==> src/rtl/bole_pkg.sv <==
`default_nettype none

package bole_pkg;

    localparam int DEPTH  = 16;
    localparam int DATA_W = 32;
    localparam int CNT_W  = $clog2(DEPTH + 1);
    localparam int ADDR_W = $clog2(DEPTH);
    localparam int POS_W  = 5;

    typedef enum logic [2:0] {
        REQ_PUSH_END   = 3'd0,
        REQ_POP_END    = 3'd1,
        REQ_PUSH_FRONT = 3'd2,
        REQ_POP_FRONT  = 3'd3,
        REQ_INSERT     = 3'd4,
        REQ_DELETE     = 3'd5,
        REQ_REVERSE    = 3'd6
    } t_req_type;

    typedef enum logic [1:0] {
        ST_OK    = 2'd0,
        ST_EMPTY = 2'd1,
        ST_OOB   = 2'd2,
        ST_FULL  = 2'd3
    } t_status;

    typedef struct packed {
        t_req_type                 req_type;
        logic [POS_W-1:0]          position;
        logic signed [DATA_W-1:0]  item_value;
    } t_req;

    typedef struct packed {
        logic signed [DATA_W-1:0]  removed_value;
        t_status                   status;
        logic [CNT_W-1:0]          entry_count;
        logic                      list_empty;
    } t_res;

    typedef enum logic [3:0] {
        S_IDLE,
        S_SHR_RD,
        S_SHR_WR,
        S_PUT,
        S_DEL_RD,
        S_DEL_CAP,
        S_SHL_RD,
        S_SHL_WR,
        S_REV_RDLO,
        S_REV_RDHI,
        S_REV_WRLO,
        S_REV_WRHI,
        S_DONE
    } t_state;

endpackage

`default_nettype wire

==> src/rtl/bole_ram.sv <==
`default_nettype none

module bole_ram #(
    parameter int WIDTH = 32,
    parameter int DEPTH = 16
) (
    input  wire logic                     i_clk,
    input  wire logic                     i_we,
    input  wire logic [$clog2(DEPTH)-1:0] i_waddr,
    input  wire logic [WIDTH-1:0]         i_wdata,
    input  wire logic [$clog2(DEPTH)-1:0] i_raddr,
    output logic      [WIDTH-1:0]         o_rdata
);

    logic [WIDTH-1:0] r_mem [DEPTH];

    always_ff @(posedge i_clk) begin
        if (i_we) begin
            r_mem[i_waddr] <= i_wdata;
        end
        o_rdata <= r_mem[i_raddr];
    end

endmodule

`default_nettype wire

==> src/rtl/bounded_ordered_list_engine.sv <==
// Push end, insert at the count, reverse of under two entries, the unused code and any
// refused request go straight to o_done. Pop and delete capture the entry, then shift
// the ones above it down; insert below the count shifts up, then writes; reverse swaps
// pairs inward. A new transaction is taken in the o_done cycle, none while busy. Shifts
// move one entry per read and write state through the registered-read entry RAM.
// Synchronous reset clears count and sequencer, not the RAM; the receiver cannot stall.
`default_nettype none

module bounded_ordered_list_engine (
    input  wire logic           i_clk,
    input  wire logic           i_rst_n,
    input  wire logic           start,
    output logic                busy,
    input  wire bole_pkg::t_req i_req,
    output logic                o_done,
    output bole_pkg::t_res      o_res
);

    import bole_pkg::*;

    t_state            r_state, n_state;
    logic [CNT_W-1:0]  r_cnt, n_cnt;
    logic [CNT_W-1:0]  r_idx, n_idx;
    logic [CNT_W-1:0]  r_hi, n_hi;
    logic [CNT_W-1:0]  r_pos, n_pos;
    logic [DATA_W-1:0] r_val, n_val;
    logic [DATA_W-1:0] r_tmp, n_tmp;
    logic [DATA_W-1:0] r_removed, n_removed;
    t_status           r_status, n_status;

    logic              ram_we;
    logic [ADDR_W-1:0] ram_waddr;
    logic [DATA_W-1:0] ram_wdata;
    logic [ADDR_W-1:0] ram_raddr;
    logic [DATA_W-1:0] ram_rdata;

    logic              can_take;
    logic              acc;
    logic              full;
    logic              cnt_zero;
    logic              ins_oob;
    logic              del_oob;
    logic [CNT_W-1:0]  ins_pos;
    logic [CNT_W-1:0]  pop_pos;
    logic [CNT_W-1:0]  req_pos;
    logic [CNT_W-1:0]  idx_m1;
    logic [CNT_W-1:0]  idx_p1;
    logic [CNT_W-1:0]  idx_p2;

    bole_ram #(
        .WIDTH (DATA_W),
        .DEPTH (DEPTH)
    ) u_ram (
        .i_clk   (i_clk),
        .i_we    (ram_we),
        .i_waddr (ram_waddr),
        .i_wdata (ram_wdata),
        .i_raddr (ram_raddr),
        .o_rdata (ram_rdata)
    );

    assign can_take = (r_state == S_IDLE) || (r_state == S_DONE);
    assign busy     = !can_take;
    assign acc      = start && can_take;
    assign full     = (r_cnt == CNT_W'(DEPTH));
    assign cnt_zero = (r_cnt == '0);
    assign req_pos  = CNT_W'(i_req.position);
    assign ins_oob  = (i_req.req_type == REQ_INSERT) && (req_pos > r_cnt);
    assign del_oob  = (req_pos >= r_cnt);
    assign ins_pos  = (i_req.req_type == REQ_INSERT) ? req_pos : '0;
    assign pop_pos  = (i_req.req_type == REQ_POP_END) ? (r_cnt - 1'b1) : '0;
    assign idx_m1   = r_idx - 1'b1;
    assign idx_p1   = r_idx + 1'b1;
    assign idx_p2   = r_idx + CNT_W'(2);

    // next state
    always_comb begin
        n_state = r_state;
        unique case (r_state)
            S_IDLE, S_DONE: begin
                if (acc) begin
                    case (i_req.req_type)
                        REQ_PUSH_FRONT, REQ_INSERT: begin
                            if (ins_oob || full || (ins_pos == r_cnt)) begin
                                n_state = S_DONE;
                            end else begin
                                n_state = S_SHR_RD;
                            end
                        end
                        REQ_POP_END, REQ_POP_FRONT: begin
                            n_state = cnt_zero ? S_DONE : S_DEL_RD;
                        end
                        REQ_DELETE: begin
                            n_state = del_oob ? S_DONE : S_DEL_RD;
                        end
                        REQ_REVERSE: begin
                            n_state = (r_cnt < CNT_W'(2)) ? S_DONE : S_REV_RDLO;
                        end
                        default: begin
                            n_state = S_DONE;
                        end
                    endcase
                end else begin
                    n_state = S_IDLE;
                end
            end
            S_SHR_RD:   n_state = S_SHR_WR;
            S_SHR_WR:   n_state = (idx_m1 == r_pos) ? S_PUT : S_SHR_RD;
            S_PUT:      n_state = S_DONE;
            S_DEL_RD:   n_state = S_DEL_CAP;
            S_DEL_CAP:  n_state = (idx_p1 < r_cnt) ? S_SHL_RD : S_DONE;
            S_SHL_RD:   n_state = S_SHL_WR;
            S_SHL_WR:   n_state = (idx_p1 < r_cnt) ? S_SHL_RD : S_DONE;
            S_REV_RDLO: n_state = S_REV_RDHI;
            S_REV_RDHI: n_state = S_REV_WRLO;
            S_REV_WRLO: n_state = S_REV_WRHI;
            S_REV_WRHI: n_state = (idx_p2 < r_hi) ? S_REV_RDLO : S_DONE;
            default:    n_state = S_IDLE;
        endcase
    end

    // datapath and RAM control
    always_comb begin
        n_cnt     = r_cnt;
        n_idx     = r_idx;
        n_hi      = r_hi;
        n_pos     = r_pos;
        n_val     = r_val;
        n_tmp     = r_tmp;
        n_removed = r_removed;
        n_status  = r_status;
        ram_we    = 1'b0;
        ram_waddr = r_idx[ADDR_W-1:0];
        ram_wdata = r_val;
        ram_raddr = r_idx[ADDR_W-1:0];
        unique case (r_state)
            S_IDLE, S_DONE: begin
                if (acc) begin
                    n_removed = '0;
                    n_status  = ST_OK;
                    n_val     = i_req.item_value;
                    case (i_req.req_type)
                        REQ_PUSH_END: begin
                            if (full) begin
                                n_status = ST_FULL;
                            end else begin
                                ram_we    = 1'b1;
                                ram_waddr = r_cnt[ADDR_W-1:0];
                                ram_wdata = i_req.item_value;
                                n_cnt     = r_cnt + 1'b1;
                            end
                        end
                        REQ_PUSH_FRONT, REQ_INSERT: begin
                            if (ins_oob) begin
                                n_status = ST_OOB;
                            end else if (full) begin
                                n_status = ST_FULL;
                            end else begin
                                n_cnt = r_cnt + 1'b1;
                                n_idx = r_cnt;
                                n_pos = ins_pos;
                                if (ins_pos == r_cnt) begin
                                    ram_we    = 1'b1;
                                    ram_waddr = ins_pos[ADDR_W-1:0];
                                    ram_wdata = i_req.item_value;
                                end
                            end
                        end
                        REQ_POP_END, REQ_POP_FRONT: begin
                            if (cnt_zero) begin
                                n_status = ST_EMPTY;
                            end else begin
                                n_idx = pop_pos;
                            end
                        end
                        REQ_DELETE: begin
                            if (del_oob) begin
                                n_status = ST_OOB;
                            end else begin
                                n_idx = req_pos;
                            end
                        end
                        REQ_REVERSE: begin
                            n_idx = '0;
                            n_hi  = r_cnt - 1'b1;
                        end
                        default: begin
                            n_status = ST_OK;
                        end
                    endcase
                end
            end
            S_SHR_RD: begin
                ram_raddr = idx_m1[ADDR_W-1:0];
            end
            S_SHR_WR: begin
                ram_we    = 1'b1;
                ram_wdata = ram_rdata;
                n_idx     = idx_m1;
            end
            S_PUT: begin
                ram_we    = 1'b1;
                ram_waddr = r_pos[ADDR_W-1:0];
            end
            S_DEL_RD: begin
                ram_raddr = r_idx[ADDR_W-1:0];
            end
            S_DEL_CAP: begin
                n_removed = ram_rdata;
                n_cnt     = r_cnt - 1'b1;
            end
            S_SHL_RD: begin
                ram_raddr = idx_p1[ADDR_W-1:0];
            end
            S_SHL_WR: begin
                ram_we    = 1'b1;
                ram_wdata = ram_rdata;
                n_idx     = idx_p1;
            end
            S_REV_RDLO: begin
                ram_raddr = r_idx[ADDR_W-1:0];
            end
            S_REV_RDHI: begin
                ram_raddr = r_hi[ADDR_W-1:0];
                n_tmp     = ram_rdata;
            end
            S_REV_WRLO: begin
                ram_we    = 1'b1;
                ram_wdata = ram_rdata;
            end
            S_REV_WRHI: begin
                ram_we    = 1'b1;
                ram_waddr = r_hi[ADDR_W-1:0];
                ram_wdata = r_tmp;
                n_idx     = idx_p1;
                n_hi      = r_hi - 1'b1;
            end
            default: begin
                ram_we = 1'b0;
            end
        endcase
    end

    always_ff @(posedge i_clk) begin
        if (!i_rst_n) begin
            r_state <= S_IDLE;
            r_cnt   <= '0;
        end else begin
            r_state <= n_state;
            r_cnt   <= n_cnt;
        end
    end

    always_ff @(posedge i_clk) begin
        r_idx     <= n_idx;
        r_hi      <= n_hi;
        r_pos     <= n_pos;
        r_val     <= n_val;
        r_tmp     <= n_tmp;
        r_removed <= n_removed;
        r_status  <= n_status;
    end

    assign o_done              = (r_state == S_DONE);
    assign o_res.removed_value = $signed(r_removed);
    assign o_res.status        = r_status;
    assign o_res.entry_count   = r_cnt;
    assign o_res.list_empty    = (r_cnt == '0);

endmodule

`default_nettype wire

==> config.mk <==
export PLATFORM = sky130hd
export DESIGN_NAME = bounded_ordered_list_engine
export DESIGN_NICKNAME = d
export VERILOG_FILES = /design/src/rtl/bole_pkg.sv /design/src/rtl/bole_ram.sv /design/src/rtl/bounded_ordered_list_engine.sv
export SDC_FILE = /design/constraint.sdc
export NUM_CORES = 1
export LEC_CHECK = 0
export ABC_AREA = 0
export ABC_CLOCK_PERIOD_IN_PS = 9300
export BUFFER_PORTS_ARGS = -buffer_cell sky130_fd_sc_hd__clkbuf_2
export CAP_MARGIN = 20
export CORE_ASPECT_RATIO = 0.6
export CORE_MARGIN = 2
export CORE_UTILIZATION = 35
export DETAILED_ROUTE_END_ITERATION = 8
export MAX_ROUTING_LAYER = met4
export PLACE_DENSITY = 0.47
export SLEW_MARGIN = 20
export SYNTH_ARGS = -nofsm -noshare
export SYNTH_HDL_FRONTEND = slang
export SYNTH_SLANG_ARGS = --single-unit
==> constraint.sdc <==
create_clock -name i_clk -period 9.3 [get_ports i_clk]
set_clock_uncertainty 0.2 [all_clocks]
set_input_delay 0.93 -clock i_clk [delete_from_list [all_inputs] [get_ports i_clk]]
set_output_delay 0.93 -clock i_clk [all_outputs]
set_load 0.05 [all_outputs]
==> flow_summary.json <==
{
  "status": "finished, final reports clean",
  "hold_violations": 0,
  "period_needed_ps": 5910,
  "dp_hpwl_microns": 48000,
  "synth_area_sq_um": 27800,
  "cts.sinks": 666,
  "rows": 80,
  "final_net_count": 2045,
  "critical_path_required_ps": 9330,
  "cts_tree": "built",
  "core_sq_um": 79100,
  "vias": 17000,
  "cts_resized": 0,
  "antenna_left": 0,
  "worstHoldStart": "u_ram.o_rdata[8]$_DFF_P_",
  "clockBufferDepth": 3,
  "synth_top_cell_by_area": "edfxtp_1",
  "start_util_pct": 35.2,
  "grt.total_usage_pct": 20.1,
  "design.die.area_sq_um": 81800,
  "synth.distinct_cells": 82,
  "postLayoutCellArea_sq_um": 31800,
  "path_max_fanout": 35,
  "final-seq-area_sq_um": 19600,
  "setup_viol": 0,
  "placed_area_sq_um": 29500,
  "period_share_pct": 63.5,
  "synth_cells": 1915,
  "powerDensity_nw_per_um2": 386,
  "synth_warnings": 0,
  "postSynth.asyncResetShare_pct": 0,
  "avgSynthCellArea_sq_um": 14.5,
  "yosysMostFrequentCell": "edfxtp_1",
  "layout-drive-gt1-share_pct": 15.6,
  "place.gp.congestion": 0.862,
  "r2r_start": "r_cnt[2]$_SDFFE_PN0P_",
  "vdd_drop_max_v": 0.000177,
  "holdBufCountCts": 0,
  "yosysSeqAreaShare_pct": 70.4,
  "root_buffer": "clkbuf_16",
  "timing.fmax_mhz": 169,
  "antenna_found_initial": 0,
  "tns_ps": 0,
  "clkTransAtPathRegs_ps": 70,
  "fp.dieW_microns": 368,
  "grt_pass1_wl_microns": 117000,
  "dr.pass1.iters": 5,
  "first_global_vias": 16400,
  "p_leak_nw": 10.8,
  "pin_count": 85,
  "multi_input_area_sq_um": 7780,
  "ctsHtreeMaxLevel": 3,
  "numCtsBuffers": 66,
  "grt_overflow": 0,
  "maxCapViolations": 0,
  "drtIter0Drc": 1841,
  "critPathKind": "reg2reg",
  "wl_per_cell_microns": 26.0,
  "hp-class": "reg2reg",
  "grt_max_degree": 93,
  "synth_ff_type": "edfxtp_1",
  "vias_per_cell": 5.48,
  "synthToLayoutAreaGrowth_pct": 14.4,
  "drc_errors": 0,
  "max_slew_margin_pct": 23.0,
  "tightest_slew_ps": 1150,
  "crit_start": "r_cnt[2]$_SDFFE_PN0P_",
  "synth_edf_count": 625,
  "start_kind": "register",
  "die_h_microns": 222,
  "port-buffer-count": 84,
  "synth.area.top_cells": "edfxtp_1 (67%), nand2_1 (3.1%), dfxtp_1 (3.0%)",
  "netlist_top_cells_count": "edfxtp_1 (625), nand2_1 (230), a211oi_1 (100)",
  "fillers": 7386,
  "synth_top_area_share_pct": 67.5,
  "grt_setup_unrepaired": "no",
  "finalMaxSlewViolations": 0,
  "routed_wl_microns": 80500,
  "diodes": 0,
  "crit_path_end_kind": "register",
  "synth-seq-cells": 666,
  "syn_nets": 1979,
  "postCtsSetupRepairBufs": 0,
  "worstSkewPairLatency_ps": 610,
  "crit_arrival_ps": 5940
}
[final timing paths]
kind,cells after the start,slack [ps],to
setup / recovery,11,3390,u_ram.r_mem[5][12]$_DFFE_PP_
hold reg to reg,0,260,r_tmp[8]$_DFFE_PP_
setup reg to reg,11,3390,u_ram.r_mem[5][12]$_DFFE_PP_
hold / removal,0,260,r_tmp[8]$_DFFE_PP_
[where the power goes]
group          leakage (nW)  internal (W)  total, W  switching [W]
clock                  1.12       0.00170   0.00284        0.00115
sequential             6.02       0.00420   0.00441       0.000212
combinational          3.68       0.00152   0.00504        0.00352
[stage by stage]
stage          cells  total power, W  hold slack [ps]  utilization, %  setup slack, ps
2_1_floorplan   1915         0.00780              223               -             2490
3_3_place_gp    2975         0.00947              243            37.3             3290
5_1_grt         3098          0.0130              266            40.3             3180
3_5_place_dp    2979         0.00953              244            37.4             3300
6_report        3098          0.0123              256            40.3             3390
4_1_cts         3098          0.0124              254            40.2             3410
[per-layer routing]
metal  vias to the layer above  global-route usage [%]  share of wire [%]
met4                         0                    3.84                1.4
met1                      8714                    31.9                 51
met5                         -                       -                  0
met2                       556                    26.0                 40
li1                       7618                       -                  -
met3                        78                    4.21                7.4
[flip-flops by register name, indices dropped and copies added, names as in the netlist]
name,count
r_state,4
r_val,32
r_cnt,5
r_status,2
u_ram.o_rdata,32
r_hi,5
r_idx,5
u_ram.r_mem,512
r_removed,32
r_pos,5
r_tmp,32
[cells by family (layout without fill, tap and decap cells)]
logic type	Yosys count	after routing	share of synthesized area, %
flops	666	666	70.4
buf+inv	152	269	2.37
fa+ha+maj	21	21	0.944
compound gates	420	420	11.5
simple gates	524	524	9.93
xor+xnor	29	29	0.994
mux	103	103	3.85
[critical path, stage by stage, from the launching register on]
cell and delay [ps]:
dfxtp_1 690, inv_1 320, ha_1 340, and3_1 240, o21a_1 160, o21ai_2 320, a31oi_4 190, nor2_4 100
buf_4 520, a221o_1 810, nor4b_4 1040, buf_4 570
[layout by cell type (no fill, tap or decap), drive strengths merged, types with 6 or more instances in the layout]
master / instances
mux2i: 71
a21oi: 43
bufinv: 12
buf: 44
nand2b: 8
a22o: 33
o21ai: 33
ha: 21
and2: 102
nor3: 16
a221o: 66
nor4b: 8
nand3: 20
clkinv: 21
edfxtp: 625
xnor2: 23
and4bb: 7
a31oi: 67
nor2: 32
nand2: 231
inv: 23
a211oi: 100
mux2: 32
o32ai: 35
and3: 68
nand4: 6
xor2: 6
clkbuf: 166
dfxtp: 41
[layout make-up]
class | instances | share of cell area (%)
inverter | 22 | 0.275
tap | 1066 | 4.19
timing repair buffer | 128 | 2.39
clock inverter | 37 | 1.56
clock buffer | 82 | 5.60
multi-input combinational | 1097 | 24.4
sequential | 666 | 61.5
(Power assumes the default switching activity.)
